===== src/rtl/core/dpht_pkg.sv =====
// ============================================================================
// dpht_pkg: shared types and constants of the depth-preferred hash table
// Entry layout, request and result records, operation codes and the state
// encoding of the controller.
// ============================================================================
package dpht_pkg;

  // Number of slots. The slot index is the low bits of the key, so this
  // must be a power of two.
  localparam int ENTRIES   = 4096;
  localparam int MOVE_BITS = 16;
  localparam int IDX_W     = $clog2(ENTRIES);

  typedef logic [IDX_W-1:0] idx_t;

  typedef enum logic [1:0] {
    FN_STORE = 2'd0,
    FN_PROBE = 2'd1,
    FN_READ  = 2'd2,
    FN_CLEAR = 2'd3
  } func_t;

  localparam logic [1:0] KIND_EXACT = 2'd0;
  localparam logic [1:0] KIND_UPPER = 2'd1;
  localparam logic [1:0] KIND_LOWER = 2'd2;

  typedef enum logic [1:0] {
    ST_SWEEP,
    ST_IDLE,
    ST_LOOK,
    ST_CLR_DONE
  } state_t;

  typedef struct packed {
    logic                 valid;
    logic [63:0]          key;
    logic [1:0]           kind;
    logic signed [15:0]   value;
    logic [7:0]           depth;
    logic [MOVE_BITS-1:0] move;
  } entry_t;

  typedef struct packed {
    func_t              func;
    logic [63:0]        key;
    logic signed [15:0] new_value;
    logic [7:0]         search_depth;
    logic [1:0]         bound_kind;
    logic [15:0]        best_move;
    logic signed [15:0] alpha_bound;
    logic signed [15:0] beta_bound;
  } req_t;

  typedef struct packed {
    logic               hit;
    logic               written;
    logic               slot_valid;
    logic [63:0]        slot_key;
    logic [1:0]         slot_kind;
    logic signed [15:0] slot_value;
    logic [7:0]         slot_depth;
    logic [15:0]        slot_move;
  } res_t;

  typedef struct packed {
    logic   rd_en;
    idx_t   rd_addr;
    logic   wr_en;
    idx_t   wr_addr;
    entry_t wr_data;
  } mem_req_t;

  typedef struct packed {
    logic   wr_en;
    entry_t wr_data;
    res_t   res;
  } evl_t;

  function automatic idx_t idx_of(logic [63:0] key);
    return key[IDX_W-1:0];
  endfunction

endpackage


===== src/rtl/core/dpht_eval.sv =====
// ============================================================================
// dpht_eval: slot evaluation
// Decides the replacement of a store, the hit of a probe, and forms the
// result record from the slot read out of the entry RAM.
// ============================================================================
module dpht_eval
  import dpht_pkg::*;
(
  input  req_t   req,
  input  entry_t slot,
  output evl_t   evl
);

  function automatic res_t show(entry_t e);
    res_t r;
    r = '0;
    if (e.valid) begin
      r.slot_valid = 1'b1;
      r.slot_key   = e.key;
      r.slot_kind  = e.kind;
      r.slot_value = e.value;
      r.slot_depth = e.depth;
      r.slot_move  = 16'(e.move);
    end
    return r;
  endfunction

  entry_t new_entry;
  logic   replace;
  logic   match;
  logic   window_hit;

  always_comb begin
    new_entry.valid = 1'b1;
    new_entry.key   = req.key;
    new_entry.kind  = req.bound_kind;
    new_entry.value = req.new_value;
    new_entry.depth = req.search_depth;
    new_entry.move  = MOVE_BITS'(req.best_move);

    replace = !slot.valid || (req.search_depth > slot.depth);
    match   = slot.valid && (slot.key == req.key) && (slot.depth >= req.search_depth);
    window_hit = (slot.kind == KIND_EXACT) ||
                 ((slot.kind == KIND_UPPER) && (slot.value <= req.alpha_bound)) ||
                 ((slot.kind == KIND_LOWER) && (slot.value >= req.beta_bound));
  end

  always_comb begin
    evl.wr_en   = 1'b0;
    evl.wr_data = new_entry;
    evl.res     = '0;
    case (req.func)
      FN_STORE: begin
        evl.wr_en       = replace;
        evl.res         = show(replace ? new_entry : slot);
        evl.res.written = replace;
      end
      FN_PROBE: begin
        evl.res     = show(slot);
        evl.res.hit = match && window_hit;
      end
      FN_READ: begin
        evl.res = show(slot);
      end
      default: begin
        evl.res = '0;
      end
    endcase
  end

endmodule


===== config.mk =====
export PLATFORM = sky130hd
export DESIGN_NAME = dpht_eval
export DESIGN_NICKNAME = d
export VERILOG_FILES = /design/src/rtl/core/dpht_pkg.sv /design/src/rtl/core/dpht_eval.sv
export SDC_FILE = /design/constraint.sdc
export NUM_CORES = 1
export LEC_CHECK = 0
export BUFFER_PORTS_ARGS = -buffer_cell sky130_fd_sc_hd__buf_2
export CAP_MARGIN = 20
export CORE_AREA = 2 2 178 180
export DETAILED_ROUTE_END_ITERATION = 16
export DIE_AREA = 0 0 180 182
export GPL_TIMING_DRIVEN = 0
export PLACE_DENSITY = 0.38
export SETUP_SLACK_MARGIN = 0.3
export SYNTH_ARGS = -nofsm -noshare
export SYNTH_HDL_FRONTEND = slang
export SYNTH_SLANG_ARGS = --single-unit

===== constraint.sdc =====
create_clock -name vclk -period 5.2
set_clock_uncertainty 0.1 [all_clocks]
set_input_delay 1.04 -clock vclk [all_inputs]
set_output_delay 1.04 -clock vclk [all_outputs]
set_load 0.01 [all_outputs]

Word level (Yosys, flattened, before mapping)
Cells that the tools add are included.
{"block": "word_totals", "output_inout_bits": 217, "word_cells": 25, "input_bits": 247, "reg_bits": 0}
{"block": "classes", "reduce_logical": 11, "muxes": 5, "eq_ne": 5, "n_lt_le_gt_ge": 4}
{"cell": "$pmux 109 s3", "n": 1}
{"cell": "$mux 107", "n": 3}
{"cell": "$eq 64x64->1", "n": 1}
{"cell": "$ge 16x16->1", "n": 1}
{"cell": "$le 16x16->1", "n": 1}
{"cell": "$ge 8x8->1", "n": 1}
{"cell": "$gt 8x8->1", "n": 1}
{"cell": "$logic_and 1x1->1", "n": 5}
{"cell": "$eq 2x1->1 const B", "n": 2}
{"cell": "$eq 2x2->1 const B", "n": 2}
{"cell": "$logic_not 2->1", "n": 2}
{"cell": "$logic_or 1x1->1", "n": 3}
{"cell": "$logic_not 1->1", "n": 1}
{"cell": "$mux 1", "n": 1}

Depth between registers and ports, before layout
{"block": "depth", "word_depth": 6, "mapped_depth": 11, "depth_no_buf": 8}

Least setup slack after synthesis
Ideal clock, no wire load.
{"block": "synth_timing", "path_type": "in2out", "from": "in req[53] (netlist name)", "to": "out evl[46] (netlist name)", "path_slack_ps": 1453, "t_required_ps": 4060, "path_buffers": 3, "stages": 11, "t_arrival_ps": 2607, "path_cell_list": "inv_1 ha_1 nand3_1 o22ai_1 o21bai_1 and3b_1 o21a_1 buf_2 buf_6 buf_6 a22o_1"}
{"item": "start: declaration", "line": "dpht_eval.sv:9", "source": "input req_t req,"}
{"item": "end: declaration", "line": "dpht_eval.sv:11", "source": "output evl_t evl"}

==> results.md <==
- The analysis attributes to cell leakage a power of 3.835 nW.
- The critical-path cell with the highest stage delay is sky130_fd_sc_hd__a2111oi_1.
- In the final routed layout, each cell accounts on average for 17.37 um.
- Detailed routing inserted a total of 5,140 vias.
- The flow ran to the end, and the final reports show no timing, DRC or antenna violations.
- During synthesis, Yosys emitted a total of 0 warnings.
- The residual antenna-violating net count after detailed routing is 0.
- The detailed-routing iteration count for the pre-antenna-repair pass is 4.
- The post-synthesis cell count is 474.
- The remaining global-route overflow is 0.
- The clock buffer instance count of the final layout is 0.
- The die is 182 um tall.
- The post-detailed-route via-to-cell ratio is 3.839.
- The critical path goes through buf_2 > xnor2_1 > nand4_1 > nor4_1 > nand4_1 > a2111oi_1 > o221a_2 > buf_2.
- Dividing total power by cell area gives a power density of 100.4 nW/um^2.
- STA classifies the critical path endpoint as an output pin.
- For this run, the post-layout net count is 1,226.
- The maximum ir drop on the vdd rail is 0.00003297 V.
- Compared with the post-synthesis result, the final layout area differs by 77.60%.
- The share of final-layout standard cells stronger than drive strength 1 is 63.18%.
- Counting buffers and inverters, the worst setup path is 8 cells deep.
- The setup violation total in the final timing report is 0.
- After synthesis, the netlist uses 36 different library cells.
- The number of antenna violations at the first check in global routing is 0.
- The finished cells cover 6489 sq um.
- The number of flip-flops and latches is 0.
- The number of buffer and inverter stages on the critical path is 2.
- The compound-cell area share of the yosys netlist is 31.61%.
- The number of antenna diodes in the final layout is 0.
- The number of global-route vias before repair is 5,146.
- The critical path's top delay family is simple AND/OR/NAND/NOR gates.
- Adding up every negative setup slack in the final design gives 0 ns.
- Wires add up to 23.26 mm.
- By area the synthesized netlist is led by sky130_fd_sc_hd__a22o_1 25%, sky130_fd_sc_hd__buf_4 23%, sky130_fd_sc_hd__ha_1 14%.
- The capture endpoint of the worst hold path is evl[110].
- The pin count of the biggest net entering global routing is 12.
- Headroom to the max-slew limit came out at 52.32%.
- The wire length of the first global-routing pass is 32.30 mm.
- The I/O pin count is 464.
- The quantity of hold-fixing buffers added after cts is 0.
- The core region is 30,990 sq um.
- For the finished layout, the period the worst path requires is 4.604 ns.
- The highest net fanout along the worst path is 2.
- Setup repair after global routing left no endpoint under its margin.
- The effective utilization at floorplan is 11.79%.
- The maximum clock frequency is 217.2 MHz.
- The post-cts repair resize count is 2.
- The number of design-rule violations left by the first detailed-router iteration is 145.
- The type of the worst setup path is in -> out.
- For the worst setup path, the data required time is 4.06 ns.
- The adder-cell share of the synthesized area is 13.70%.
- The most numerous cell in the Yosys netlist is sky130_fd_sc_hd__buf_4.
- The max-slew violation total from the final report came to 0.
- The die covers 32,760 sq um.
- After synthesis, the largest area contributor takes up 25.41% of total cell area.
- On the worst path, the slowest cell contributes a delay of 0.65 ns.
- The min-delay analysis places its worst path in the category in -> out.
- The footprint of the flip-flops and latches is 0 sq um.
- After synthesis, the most frequently instantiated cells are 112 x sky130_fd_sc_hd__buf_4, 106 x sky130_fd_sc_hd__a22o_1, 42 x sky130_fd_sc_hd__inv_1.
- Input and output buffers added on the ports amount to 463.
- The data arrival time of the worst path is 3.46 ns.
- Counting instances, the worst hold path has a depth of 3.
- The placer congestion estimate is 0.7849.
- The row count is 65.
- The area of the mapped netlist is 3654 sq um.
- The simple-gate share of the synthesized area is 8.288%.
- The sequential fraction of the synthesis area is 0%.
- The xor/xnor cell area share of the yosys netlist is 15.58%.
- The post-synthesis mux area share is 0.2740%.
- The fraction of the cycle the final worst path needs is 88.54%.
- Once placement finished, the instance area stood at 6474 sq um.
- Each instance of the synthesized netlist takes up on average 7.708 sq um.
- The number of DRC violations after detailed routing is 0.
- By area, the combinational part of the netlist is dominated by compound AO/OA/AOI/OAI gates.
- The half-perimeter wire length of the detailed placement result is 20.80 mm.
- For the pin with the worst max-slew slack, the measured transition is 0.7087 ns.
- The total routing usage reported by global routing is 12.95%.
- The reported max-cap violation count is 0.
- The filler cells instantiated in the layout total 3,596.
- The final number of hold-violating endpoints came to 0.
- In this run the post-CTS setup repair buffer count came out at 0.
- The critical path launch point type is a primary input.
- Counting every net in the synthesized netlist gives 761.
- In this run the horizontal extent of the chip is 180 um.
- The most area-hungry cell type in the Yosys netlist is sky130_fd_sc_hd__a22o_1.
- In this run the most critical hold path is launched from req[33].
-- worst max-delay path by stage --
stage / startpoint / endpoint / slack [ns]
floorplan: req[53] / evl[46] / 1.45
global placement: slot[85] / evl[108] / 0.16
detailed placement: req[89] / evl[108] / 0.11
CTS: slot[43] / evl[108] / 0.30
global route: req[51] / evl[70] / 0.37
finish: slot[43] / evl[108] / 0.60
-- area by class of cell --
class	count	area (sq um)	share of cell area, %
Multi-Input combinational cell	301	2556	39.39
Inverter	42	157.7	2.430
Tap cell	402	503.0	7.752
Buffer	131	954.7	14.71
Timing Repair Buffer	463	2317	35.71
-- tightest hold or removal path: stages --
cell                    delay [ns]
sky130_fd_sc_hd__buf_2        0.09
sky130_fd_sc_hd__buf_4        0.09
sky130_fd_sc_hd__buf_2        0.11
-- report_power, final --
part | total [W] | internal (W) | switching, W
sequential | 0 | 0 | 0
combinational | 0.000651 | 0.000317 | 0.000335
clock | 0 | 0 | 0
total | 0.000651 | 0.000317 | 0.000335
-- metrics by stage --
stage / hold slack, ns / setup WS [ns] / utilization [%] / power, W / instances
2_1_floorplan: 2.072 / 1.453 / - / 0.0003299 / 474
3_3_place_gp: 2.265 / 0.1565 / 20.89 / 0.0006627 / 1339
4_1_cts: 2.266 / 0.2996 / 20.92 / 0.0006650 / 1339
6_report: 2.264 / 0.5959 / 20.94 / 0.0006515 / 1339
5_1_grt: 2.276 / 0.3749 / 20.94 / 0.0007148 / 1339
3_5_place_dp: 2.266 / 0.1094 / 20.89 / 0.0006614 / 1339
-- kinds of logic (layout without fill, tap and decap cells) --
logic type	after synthesis	count (layout)
buffers and inverters	173	636
AOI/OAI and AO/OA	141	141
xor gates and xnor gates	65	65
and+or+nand+nor	53	53
adders and majority gates	40	40
other	1	1
muxes	1	1
-- placed cells by master, fill, tap and decap left out, types with 2 or more instances in the layout --
master                     synthesis  layout
sky130_fd_sc_hd__clkbuf_1          5       5
sky130_fd_sc_hd__buf_6             4       4
sky130_fd_sc_hd__nor4_1            9       8
sky130_fd_sc_hd__a21o_1            4       4
sky130_fd_sc_hd__a22o_1          106     106
sky130_fd_sc_hd__nand2_1          10      10
sky130_fd_sc_hd__inv_1            42      42
sky130_fd_sc_hd__nor2b_1           2       2
sky130_fd_sc_hd__o21a_1            2       2
sky130_fd_sc_hd__o211ai_1          2       2
sky130_fd_sc_hd__and4_1            3       3
sky130_fd_sc_hd__o21ai_0           7       7
sky130_fd_sc_hd__a211oi_1          2       2
sky130_fd_sc_hd__buf_4           112     112
sky130_fd_sc_hd__buf_2            10     473
sky130_fd_sc_hd__ha_1             40      40
sky130_fd_sc_hd__xnor2_1          39      39
sky130_fd_sc_hd__a21oi_1          11      11
sky130_fd_sc_hd__xor2_1           26      26
sky130_fd_sc_hd__nand3_1           5       5
sky130_fd_sc_hd__nor2_1            4       4
sky130_fd_sc_hd__nand4_1          15      15
-- metal layers --
| layer | routed length (um) | part of all wire [%] | global-route usage, % |
|---|---|---|---|
| met2 | 11770 | 51 | 24.17 |
| met4 | 58 | 0.25 | 0.4228 |
| met5 | 0 | 0 | 0 |
| met1 | 10120 | 43 | 16.93 |
| met3 | 1321 | 5.7 | 1.163 |
Note: power is estimated with default switching activity, not from simulation.
