==> config.mk <==
export PLATFORM = sky130hd
export DESIGN_NAME = dpht_ctrl
export DESIGN_NICKNAME = d
export VERILOG_FILES = /design/src/rtl/core/dpht_pkg.sv /design/src/rtl/core/dpht_ctrl.sv
export SDC_FILE = /design/constraint.sdc
export NUM_CORES = 1
export LEC_CHECK = 0
export ABC_AREA = 1
export BUFFER_PORTS_ARGS = -buffer_cell sky130_fd_sc_hd__buf_4
export CORE_AREA = 2 2 289 291
export CTS_CLUSTER_DIAMETER = 50
export DETAILED_ROUTE_END_ITERATION = 12
export DIE_AREA = 0 0 291 293
export PLACE_DENSITY_LB_ADDON = 0.05
export SETUP_SLACK_MARGIN = 0.2
export SYNTH_ARGS = -nofsm -noshare
export SYNTH_HDL_FRONTEND = slang
export SYNTH_SLANG_ARGS = --single-unit
==> constraint.sdc <==
create_clock -name clk -period 21.9 [get_ports clk]
set_clock_uncertainty 0.1 [all_clocks]
set_input_delay 2.19 -clock clk [delete_from_list [all_inputs] [get_ports clk]]
set_output_delay 2.19 -clock clk [all_outputs]
set_load 0.005 [all_outputs]
==> src/rtl/core/dpht_pkg.sv <==
// ============================================================================
// dpht_pkg: shared types and constants of the depth-preferred hash table
// Entry layout, request and result records, operation codes and the state
// encoding of the controller.
// ============================================================================
package dpht_pkg;

  // Number of slots. The slot index is the low bits of the key, so this
  // must be a power of two.
  localparam int ENTRIES   = 4096;
  localparam int MOVE_BITS = 16;
  localparam int IDX_W     = $clog2(ENTRIES);

  typedef logic [IDX_W-1:0] idx_t;

  typedef enum logic [1:0] {
    FN_STORE = 2'd0,
    FN_PROBE = 2'd1,
    FN_READ  = 2'd2,
    FN_CLEAR = 2'd3
  } func_t;

  localparam logic [1:0] KIND_EXACT = 2'd0;
  localparam logic [1:0] KIND_UPPER = 2'd1;
  localparam logic [1:0] KIND_LOWER = 2'd2;

  typedef enum logic [1:0] {
    ST_SWEEP,
    ST_IDLE,
    ST_LOOK,
    ST_CLR_DONE
  } state_t;

  typedef struct packed {
    logic                 valid;
    logic [63:0]          key;
    logic [1:0]           kind;
    logic signed [15:0]   value;
    logic [7:0]           depth;
    logic [MOVE_BITS-1:0] move;
  } entry_t;

  typedef struct packed {
    func_t              func;
    logic [63:0]        key;
    logic signed [15:0] new_value;
    logic [7:0]         search_depth;
    logic [1:0]         bound_kind;
    logic [15:0]        best_move;
    logic signed [15:0] alpha_bound;
    logic signed [15:0] beta_bound;
  } req_t;

  typedef struct packed {
    logic               hit;
    logic               written;
    logic               slot_valid;
    logic [63:0]        slot_key;
    logic [1:0]         slot_kind;
    logic signed [15:0] slot_value;
    logic [7:0]         slot_depth;
    logic [15:0]        slot_move;
  } res_t;

  typedef struct packed {
    logic   rd_en;
    idx_t   rd_addr;
    logic   wr_en;
    idx_t   wr_addr;
    entry_t wr_data;
  } mem_req_t;

  typedef struct packed {
    logic   wr_en;
    entry_t wr_data;
    res_t   res;
  } evl_t;

  function automatic idx_t idx_of(logic [63:0] key);
    return key[IDX_W-1:0];
  endfunction

endpackage

==> src/rtl/core/dpht_ctrl.sv <==
// ============================================================================
// dpht_ctrl: request sequencer of the hash table
// Runs the clearing sweep, issues the slot read, writes back the evaluated
// entry and holds the result in the output register.
// ============================================================================
module dpht_ctrl
  import dpht_pkg::*;
(
  input  logic     clk,
  input  logic     rst_n,
  input  logic     in_tvalid,
  output logic     in_tready,
  input  req_t     in_req,
  output req_t     req,
  input  evl_t     evl,
  output mem_req_t mem_req,
  output logic     out_tvalid,
  input  logic     out_tready,
  output res_t     out_res
);

  localparam idx_t LAST_IDX = IDX_W'(ENTRIES - 1);

  state_t state_r, state_nxt;
  idx_t   sweep_r, sweep_nxt;
  logic   clr_r, clr_nxt;
  logic   out_valid_r, out_valid_nxt;
  res_t   out_res_r;
  req_t   req_r;

  logic   out_free;
  logic   accept;
  logic   load_out;
  res_t   load_res;

  assign out_free = !out_valid_r || out_tready;
  assign accept   = in_tvalid && in_tready;

  always_comb begin
    state_nxt = state_r;
    unique case (state_r)
      ST_SWEEP: begin
        if (sweep_r == LAST_IDX) begin
          state_nxt = clr_r ? ST_CLR_DONE : ST_IDLE;
        end
      end
      ST_IDLE: begin
        if (in_tvalid) begin
          state_nxt = (in_req.func == FN_CLEAR) ? ST_SWEEP : ST_LOOK;
        end
      end
      ST_LOOK: begin
        if (out_free) begin
          state_nxt = ST_IDLE;
        end
      end
      ST_CLR_DONE: begin
        if (out_free) begin
          state_nxt = ST_IDLE;
        end
      end
      default: state_nxt = ST_SWEEP;
    endcase
  end

  always_comb begin
    in_tready = 1'b0;
    mem_req   = '0;
    load_out  = 1'b0;
    load_res  = '0;
    unique case (state_r)
      ST_SWEEP: begin
        mem_req.wr_en   = 1'b1;
        mem_req.wr_addr = sweep_r;
      end
      ST_IDLE: begin
        in_tready       = 1'b1;
        mem_req.rd_en   = in_tvalid && (in_req.func != FN_CLEAR);
        mem_req.rd_addr = idx_of(in_req.key);
      end
      ST_LOOK: begin
        if (out_free) begin
          mem_req.wr_en   = evl.wr_en;
          mem_req.wr_addr = idx_of(req_r.key);
          mem_req.wr_data = evl.wr_data;
          load_out        = 1'b1;
          load_res        = evl.res;
        end
      end
      ST_CLR_DONE: begin
        load_out = out_free;
      end
      default: begin
        in_tready = 1'b0;
      end
    endcase
  end

  always_comb begin
    sweep_nxt     = (state_r == ST_SWEEP) ? sweep_r + 1'b1 : '0;
    clr_nxt       = accept ? (in_req.func == FN_CLEAR) : clr_r;
    out_valid_nxt = load_out ? 1'b1 : (out_tready ? 1'b0 : out_valid_r);
  end

  always_ff @(posedge clk) begin
    if (!rst_n) begin
      state_r     <= ST_SWEEP;
      sweep_r     <= '0;
      clr_r       <= 1'b0;
      out_valid_r <= 1'b0;
    end else begin
      state_r     <= state_nxt;
      sweep_r     <= sweep_nxt;
      clr_r       <= clr_nxt;
      out_valid_r <= out_valid_nxt;
    end
  end

  always_ff @(posedge clk) begin
    if (accept) begin
      req_r <= in_req;
    end
    if (load_out) begin
      out_res_r <= load_res;
    end
  end

  assign req        = req_r;
  assign out_tvalid = out_valid_r;
  assign out_res    = out_res_r;

endmodule

* After elaboration in Yosys (flattened, before gate mapping)
Index checks and enable logic that the tools add are counted.
Cells by class: add/sub/neg operators 1, equal/unequal tests 9, muxes and demuxes 15, reduce and logical (&&, ||, !) cells 10
Operators with widths (number):
- $mux W120 | 1
- $mux W107 | 1
- $pmux W13 S2 | 1
- $mux W13 | 1
- $add A12 B1 Y12 const B | 1
- $eq A12 B12 Y1 const B | 1
- $mux W2 | 5
- $eq A2 B2 Y1 const B | 3
- $ne A2 B2 Y1 const B | 3
- $pmux W2 S3 | 1
- $mux W1 | 4
- $reduce_and A2 Y1 | 2
- $reduce_and A3 Y1 | 1
- $eq A2 B1 Y1 const B | 1
- $logic_and A1 B1 Y1 | 2
- $logic_not A2 Y1 | 1
- $ne A2 B1 Y1 const B | 1
- $pmux W1 S2 | 1
- $reduce_bool A2 Y1 | 1
- $reduce_or A2 Y1 | 1
- $logic_not A1 Y1 | 1
- $logic_or A1 B1 Y1 | 1
Storage, ports and cells: flip-flop bits (word level) 265, input bits 361, output and inout port bits 384, word-level logic and storage cells 55

* Longest topological paths before layout
Gate-level depths: netlist of the first run.
depth in word-level cells 5, depth in mapped cells 8, depth with buffers taken out 8

* Worst setup path after synthesis of the first run
Ideal clock, no wire load.
path type input port to flip-flop, from in in_tvalid, to reg req_r (netlist bit req[0]) (enable), arrival 8.032 ns, slack 13.125 ns, stages on the path 2, buffers on the path 0, cell sequence inv_1 > nor2_1
Between the ends: cells in the longest elaborated chain, start to end 1
RTL lines:
- from (decl) | line dpht_ctrl.sv:11 | input logic in_tvalid,
- $logic_and A1 B1 Y1 | line dpht_ctrl.sv:37 | assign accept = in_tvalid && in_tready;
- net accept | line dpht_ctrl.sv:32 | logic accept;
- to (signal assigned) | line dpht_ctrl.sv:121 | req_r <= in_req;
- to (decl) | line dpht_ctrl.sv:29 | req_t req_r;
The timed path passes the listed nets, and every way through them passes these cells. A chain may end at the register's enable or synchronous reset.

==> results of run 1 <==
==> per-layer routing <==
layer,wire length [µm],global-route usage [%]
met5,50,0
met3,6170,6.16
met4,1480,4.25
met1,17000,11.3
met2,25200,19.5
==> synthesized netlist by cell type <==
master,number
inv_4,1
dfxtp_1,16
nand2_1,20
edfxtp_1,249
nor3_1,4
buf_2,9
o21ai_0,21
nand2_2,3
nand4_1,2
buf_12,1
inv_1,251
nand2_8,1
o21ai_1,1
nand3_1,18
a32o_1,1
nor2_4,11
buf_6,15
ha_1,1
a21oi_1,12
inv_2,2
clkbuf_1,2
nor4_1,1
nor2_1,231
==> flip-flops by register name, indices dropped and copies added (netlist names) <==
name and flops:
state_r 2, out_tvalid 1, clr_r 1, req 140, sweep_r 12, out_res 109
==> where the power goes <==
group / leakage [µW] / internal, µW / switching [µW] / total [µW]
sequential: 0.00214 / 551 / 0.386 / 552
clock: 0.000900 / 584 / 285 / 870
combinational: 0.00557 / 44.2 / 18.7 / 62.9
total: 0.00861 / 1180 / 304 / 1480
==> stage by stage <==
step	util, %	std cells
floorplan	-	873
global placement	21.0	2665
detailed placement	21.0	2665
CTS	23.3	2758
global route	23.3	2761
finish	23.3	2764
==> final timing paths <==
check / to / slack, ns / cells after the start
hold / removal: sweep_r[0] / 0.37 / 1
setup / recovery: mem_req[47] / 15.19 / 9
hold reg to reg: sweep_r[0] / 0.37 / 1
setup reg to reg: req[21] / 18.06 / 5
==> layout make-up <==
class / instances / area [µm²]
inverter: 254 / 958
clock inverter: 38 / 556
clock buffer: 55 / 1310
fill: 8927 / 62800
antenna: 6 / 15.0
timing repair buffer: 749 / 5640
multi-input combinational: 327 / 1430
sequential: 265 / 7800
tap: 1070 / 1340
==> critical path: cells and delay by family <==
family                 cells  cell delay, ns
buffers and inverters      5            1.05
and+or+nand+nor            4            0.89
==> logic make-up (layout without fill, tap and decap cells) <==
group	after synthesis	count (layout)	synth area share, %
AO/OA/AOI/OAI	35	35	1.73
adder cells (fa/ha/maj)	1	1	0.120
buffers and inverters	281	1096	11.5
flip-flops	265	265	74.8
other	0	6	0
AND/OR/NAND/NOR	291	291	11.8
==> placed cells by master, fill, tap and decap left out, types with 5 or more instances in the layout <==
| master | synthesis | routed |
|---|---|---|
| buf_4 | 0 | 748 |
| inv_1 | 251 | 251 |
| edfxtp_1 | 249 | 249 |
| nor2_1 | 231 | 230 |
| clkbuf_16 | 0 | 52 |
| o21ai_0 | 21 | 21 |
| nand2_1 | 20 | 20 |
| nand3_1 | 18 | 18 |
| dfxtp_1 | 16 | 16 |
| bufinv_16 | 0 | 13 |
| nor2_4 | 11 | 12 |
| a21oi_1 | 12 | 12 |
| clkinv_2 | 0 | 9 |
| clkinv_1 | 0 | 7 |
| diode_2 | 0 | 6 |
| clkinvlp_4 | 0 | 5 |
==> results.json, run 1 <==
{
  "critPathLaunch": "out_tready",
  "worstSetupEndpointType": "primary output",
  "grt_pass1_vias": 9419,
  "synth_warnings": 0,
  "die-area_mm2": 0.0853,
  "viasPerCell": 3.21,
  "synth_cell_types": 23,
  "cts_tree": "built",
  "ioPinCount": 745,
  "cts_hold_buf": 0,
  "final_max_slew_viol_count": 0,
  "path_cells": "buf_4, inv_1, nand2_2, nand2_2, inv_6, nand2_8, buf_12, nor2_1, buf_4",
  "syn_inst": 873,
  "slowest_delay_ns": 0.47,
  "min_from": "sweep_r[0]",
  "postCtsResizedCells": 0,
  "detail-route-antenna-nets": 0,
  "cts-root-buf": "clkbuf_16",
  "wl_per_cell_um": 18.1,
  "wl_um": 49900,
  "path_max_fanout": 122,
  "period_share_pct": 30.6,
  "drc": 0,
  "grt_overflow": 0,
  "syn_area_mm2": 0.0104,
  "yosysTopAreaCellShare_pct": 71.7,
  "cp-start-kind": "input port",
  "dp_worst_setup_slack_ns": 15.17,
  "cts_num_sinks": 265,
  "rsz0062_at_grt": "false",
  "status": "completed",
  "syn2layout_area_growth_pct": 82.8,
  "power_density_mw_per_mm2": 77.9,
  "criticalPathCategory": "input port to primary output",
  "clk_latency_ns": 0.59,
  "power_uw": 1480,
  "io_buffers": 744,
  "clk_pin_slew_worst_paths_ns": 0.05,
  "min_period_ns": 6.71,
  "tightestPinTransition_ns": 1.03,
  "htree_levels": 2,
  "vdd_drop_max_v": 0.0000521,
  "drtPass1Iterations": 5,
  "cp.required_ns": 19.61,
  "cts_setup_buffers": 0,
  "start_util_pct": 12.7,
  "crit_slowest_cell": "nand2_8",
  "place_area_mm2": 0.0172,
  "setup_slack_ns": 15.19,
  "grt_max_degree": 123,
  "synth.ff_latch_count": 265,
  "design.core.area_mm2": 0.0818,
  "cts_inserted_buffers": 52,
  "routabilityCongestion": 0.765,
  "first_iter_violations": 283,
  "clockBufferDepth": 3,
  "finalInstanceArea_mm2": 0.0190,
  "setup_viol": 0,
  "relSlewSlack_pct": 31.2,
  "arrival_ns": 4.42,
  "rows": 105,
  "finalSetupTns_ns": 0,
  "die_w_um": 291,
  "grtUsageTotal_pct": 11.3,
  "synth_top_area_cell": "edfxtp_1",
  "grt_pass1_wl_um": 68900,
  "synth-seq-area-share_pct": 74.8,
  "yosys-top-cells-area": "edfxtp_1 (72%), inv_1 (9.0%), nor2_1 (8.3%)",
  "layout.nets": 2011,
  "die_y_um": 293,
  "syn_avg_cell_area_um2": 11.9,
  "antenna_found_initial": 8,
  "finalHoldViolCount": 0,
  "maxCapViolations": 0,
  "syn_nets": 1235,
  "num_vias": 8884,
  "max_freq_mhz": 149,
  "hp-class": "flip-flop to flip-flop",
  "hold_slack_ns": 0.368,
  "dpl.hpwl_um": 39400,
  "drive_gt1_share_pct": 50.4,
  "rr_startpoint": "state_r[1]",
  "power.leakage_uw": 0.00861
}
Power figures use the tool's default switching activity.
==> run 2, diff against run 1 <==
--- a/config.mk
+++ b/config.mk
@@ -5,7 +5,7 @@
 export SDC_FILE = /design/constraint.sdc
 export NUM_CORES = 1
 export LEC_CHECK = 0
-export ABC_AREA = 1
+export ABC_AREA = 0
 export BUFFER_PORTS_ARGS = -buffer_cell sky130_fd_sc_hd__buf_4
 export CORE_AREA = 2 2 289 291
 export CTS_CLUSTER_DIAMETER = 50
==> constraint.sdc (replaced) <==
create_clock -name clk -period 6.4 [get_ports clk]
set_clock_uncertainty 0.1 [all_clocks]
set_input_delay 0.64 -clock clk [delete_from_list [all_inputs] [get_ports clk]]
set_output_delay 0.64 -clock clk [all_outputs]
set_load 0.005 [all_outputs]
==> results.json, run 2 <==
{
  "status": "completed",
  "drc": 0,
  "setup_slack_ns": 2.94,
  "crit_slowest_cell": "buf_4",
  "final_max_slew_viol_count": 0,
  "rsz0062_at_grt": "false",
  "postCtsResizedCells": 0,
  "synth_common_cells": "edfxtp_1 (249), and2_1 (230), clkbuf_1 (26), dfxtp_1 (16), a22o_1 (11)",
  "syn_nets": 960,
  "io_buffers": 744,
  "syn_area_mm2": 0.00984,
  "cp.required_ns": 5.66,
  "vdd_drop_max_v": 0.000177,
  "synth_edf_count": 249,
  "cts_setup_buffers": 0,
  "synth_warnings": 0,
  "cts_num_sinks": 265,
  "wl_um": 47900,
  "grtUsageTotal_pct": 10.7,
  "clockBufferDepth": 3,
  "drive_gt1_share_pct": 60.2,
  "rows": 105,
  "syn_avg_cell_area_um2": 16.5,
  "dp_worst_setup_slack_ns": 3.24,
  "criticalPathCategory": "flip-flop to primary output",
  "period_share_pct": 54.1,
  "top_usage_layer": "met2",
  "layout_commonest_cell": "buf_4",
  "yosysTopAreaCellShare_pct": 76.0,
  "switching_power_uw": 1080,
  "power.leakage_uw": 0.00769,
  "grt_pass1_wl_um": 65500,
  "finalSetupTns_ns": 0,
  "min_period_ns": 3.46,
  "die_w_um": 291,
  "power_density_mw_per_mm2": 282,
  "largest_reg_flops": 140,
  "setup_viol": 0,
  "pwr-share-seq_pct": 35.5,
  "die-area_mm2": 0.0853,
  "drtPass1Iterations": 4,
  "antenna_found_initial": 5,
  "worstSetupEndpointType": "primary output",
  "dpl.hpwl_um": 37800,
  "power_frac_comb_pct": 3.4,
  "maxCapViolations": 0,
  "die_y_um": 293,
  "min_from": "in_req[67]",
  "layout.nets": 1743,
  "grt_max_degree": 127,
  "met3_usage_pct": 5.30,
  "cp-start-kind": "flip-flop",
  "async_reset_ff_share_pct": 0,
  "htree_levels": 2,
  "cts-root-buf": "clkbuf_16",
  "path_cells": "nor2b_1, nor3b_4, buf_4, and2_1, buf_4",
  "clockPowerShare_pct": 61.2,
  "path_max_fanout": 126,
  "viasPerCell": 3.18,
  "finalHoldViolCount": 0,
  "num_vias": 7949,
  "synth.most_common_cell": "edfxtp_1",
  "gr-usage-met2_pct": 19.0,
  "synth.ff_latch_count": 265,
  "cts_tree": "built",
  "clk_latency_ns": 0.61,
  "routabilityCongestion": 0.798,
  "cts_hold_buf": 0,
  "first_iter_violations": 191,
  "syn_inst": 598,
  "relSlewSlack_pct": 27.6,
  "tightestPinTransition_ns": 1.09,
  "slowest_delay_ns": 0.75,
  "ioPinCount": 745,
  "arrival_ns": 2.72,
  "synth_top_area_cell": "edfxtp_1",
  "hp-class": "input port to flip-flop",
  "use_met1_pct": 11.2,
  "start_util_pct": 12.0,
  "intPower_uw": 4240,
  "layout_common_cells": "buf_4 (753), edfxtp_1 (249), and2_1 (230)",
  "critPathMostFrequentCell": "buf_4",
  "syn2layout_area_growth_pct": 91.7,
  "yosys-top-cells-area": "edfxtp_1 (76%), and2_1 (15%), dfxtp_1 (3.3%)",
  "wl_per_cell_um": 19.1,
  "synth_cell_types": 35,
  "detail-route-antenna-nets": 0,
  "critPathLaunch": "out_tvalid",
  "rr_startpoint": "state_r[0]",
  "synth_ff_type": "edfxtp_1",
  "max_freq_mhz": 289,
  "path_delay_family": "buffers and inverters",
  "swShare_pct": 20.3,
  "synth-seq-area-share_pct": 79.2,
  "cts_inserted_buffers": 56,
  "grt_pass1_vias": 8324,
  "grt_overflow": 0,
  "design.core.area_mm2": 0.0818,
  "crit_buf_inv": 2,
  "clk_pin_slew_worst_paths_ns": 0.05
}
run 2: changes by cell type after synthesis, sizes merged, moves of 20 or more:
cell	change
inv	-249
nor2	-236
and2	+230
clkbuf	+24
buf	-23
o21ai	-20
run 2: metrics by stage:
stage | cell area (µm²) | util (%) | std cells | hold WS [ns] | power (µW)
floorplan | 9850 | - | 598 | 0.337 | 1930
global placement | 16700 | 20.5 | 2393 | 0.360 | 2110
detailed placement | 16700 | 20.5 | 2393 | 0.362 | 2110
CTS | 18900 | 23.0 | 2499 | 0.0407 | 5450
global route | 18900 | 23.1 | 2500 | 0.0490 | 5530
finish | 18900 | 23.1 | 2500 | 0.101 | 5330
run 2: cell families (layout without fill, tap and decap cells):
family | count (synthesis) | after routing | synth area share (%)
xor+xnor | 3 | 3 | 0.267
buf+inv | 33 | 864 | 1.28
simple gates | 264 | 264 | 16.7
compound gates | 32 | 32 | 2.43
other cells | 0 | 1 | 0
flops | 265 | 265 | 79.2
fa+ha+maj | 1 | 1 | 0.127
run 2: worst paths after layout:
path / cells after the start / endpoint / slack (ns)
max: 5 / mem_req[52] / 2.94
min: 1 / req[67] / 0.10
max reg2reg: 3 / req[9] / 3.82
min reg2reg: 2 / clr_r / 0.37
run 2: layout make-up:
class                   count  area (µm²)
multi-input cells         300        1930
diodes                      1        2.50
well taps                1070        1340
flip-flops and latches    265        7800
clock buffers              59        1410
inverters                   5        23.8
repair buffers            753        5650
fillers                  8824       63000
clock inverters            47         706
run 2: metal layers:
| metal | share of wire, % | vias up | wire, µm |
|---|---|---|---|
| met3 | 11 | 72 | 5120 |
| met1 | 36 | 3742 | 17200 |
| met5 | 0.11 | - | 52 |
| met2 | 51 | 403 | 24600 |
| li1 | - | 3724 | - |
| met4 | 1.9 | 8 | 888 |
run 2: power groups by stage:
stage          combinational, µW  clock, µW  sequential [µW]
3_3_place_gp                 183          0             1920
6_report                     180       3260             1890
2_1_floorplan               6.73          0             1920
3_5_place_dp                 183          0             1920
5_1_grt                      195       3450             1890
4_1_cts                      184       3370             1890
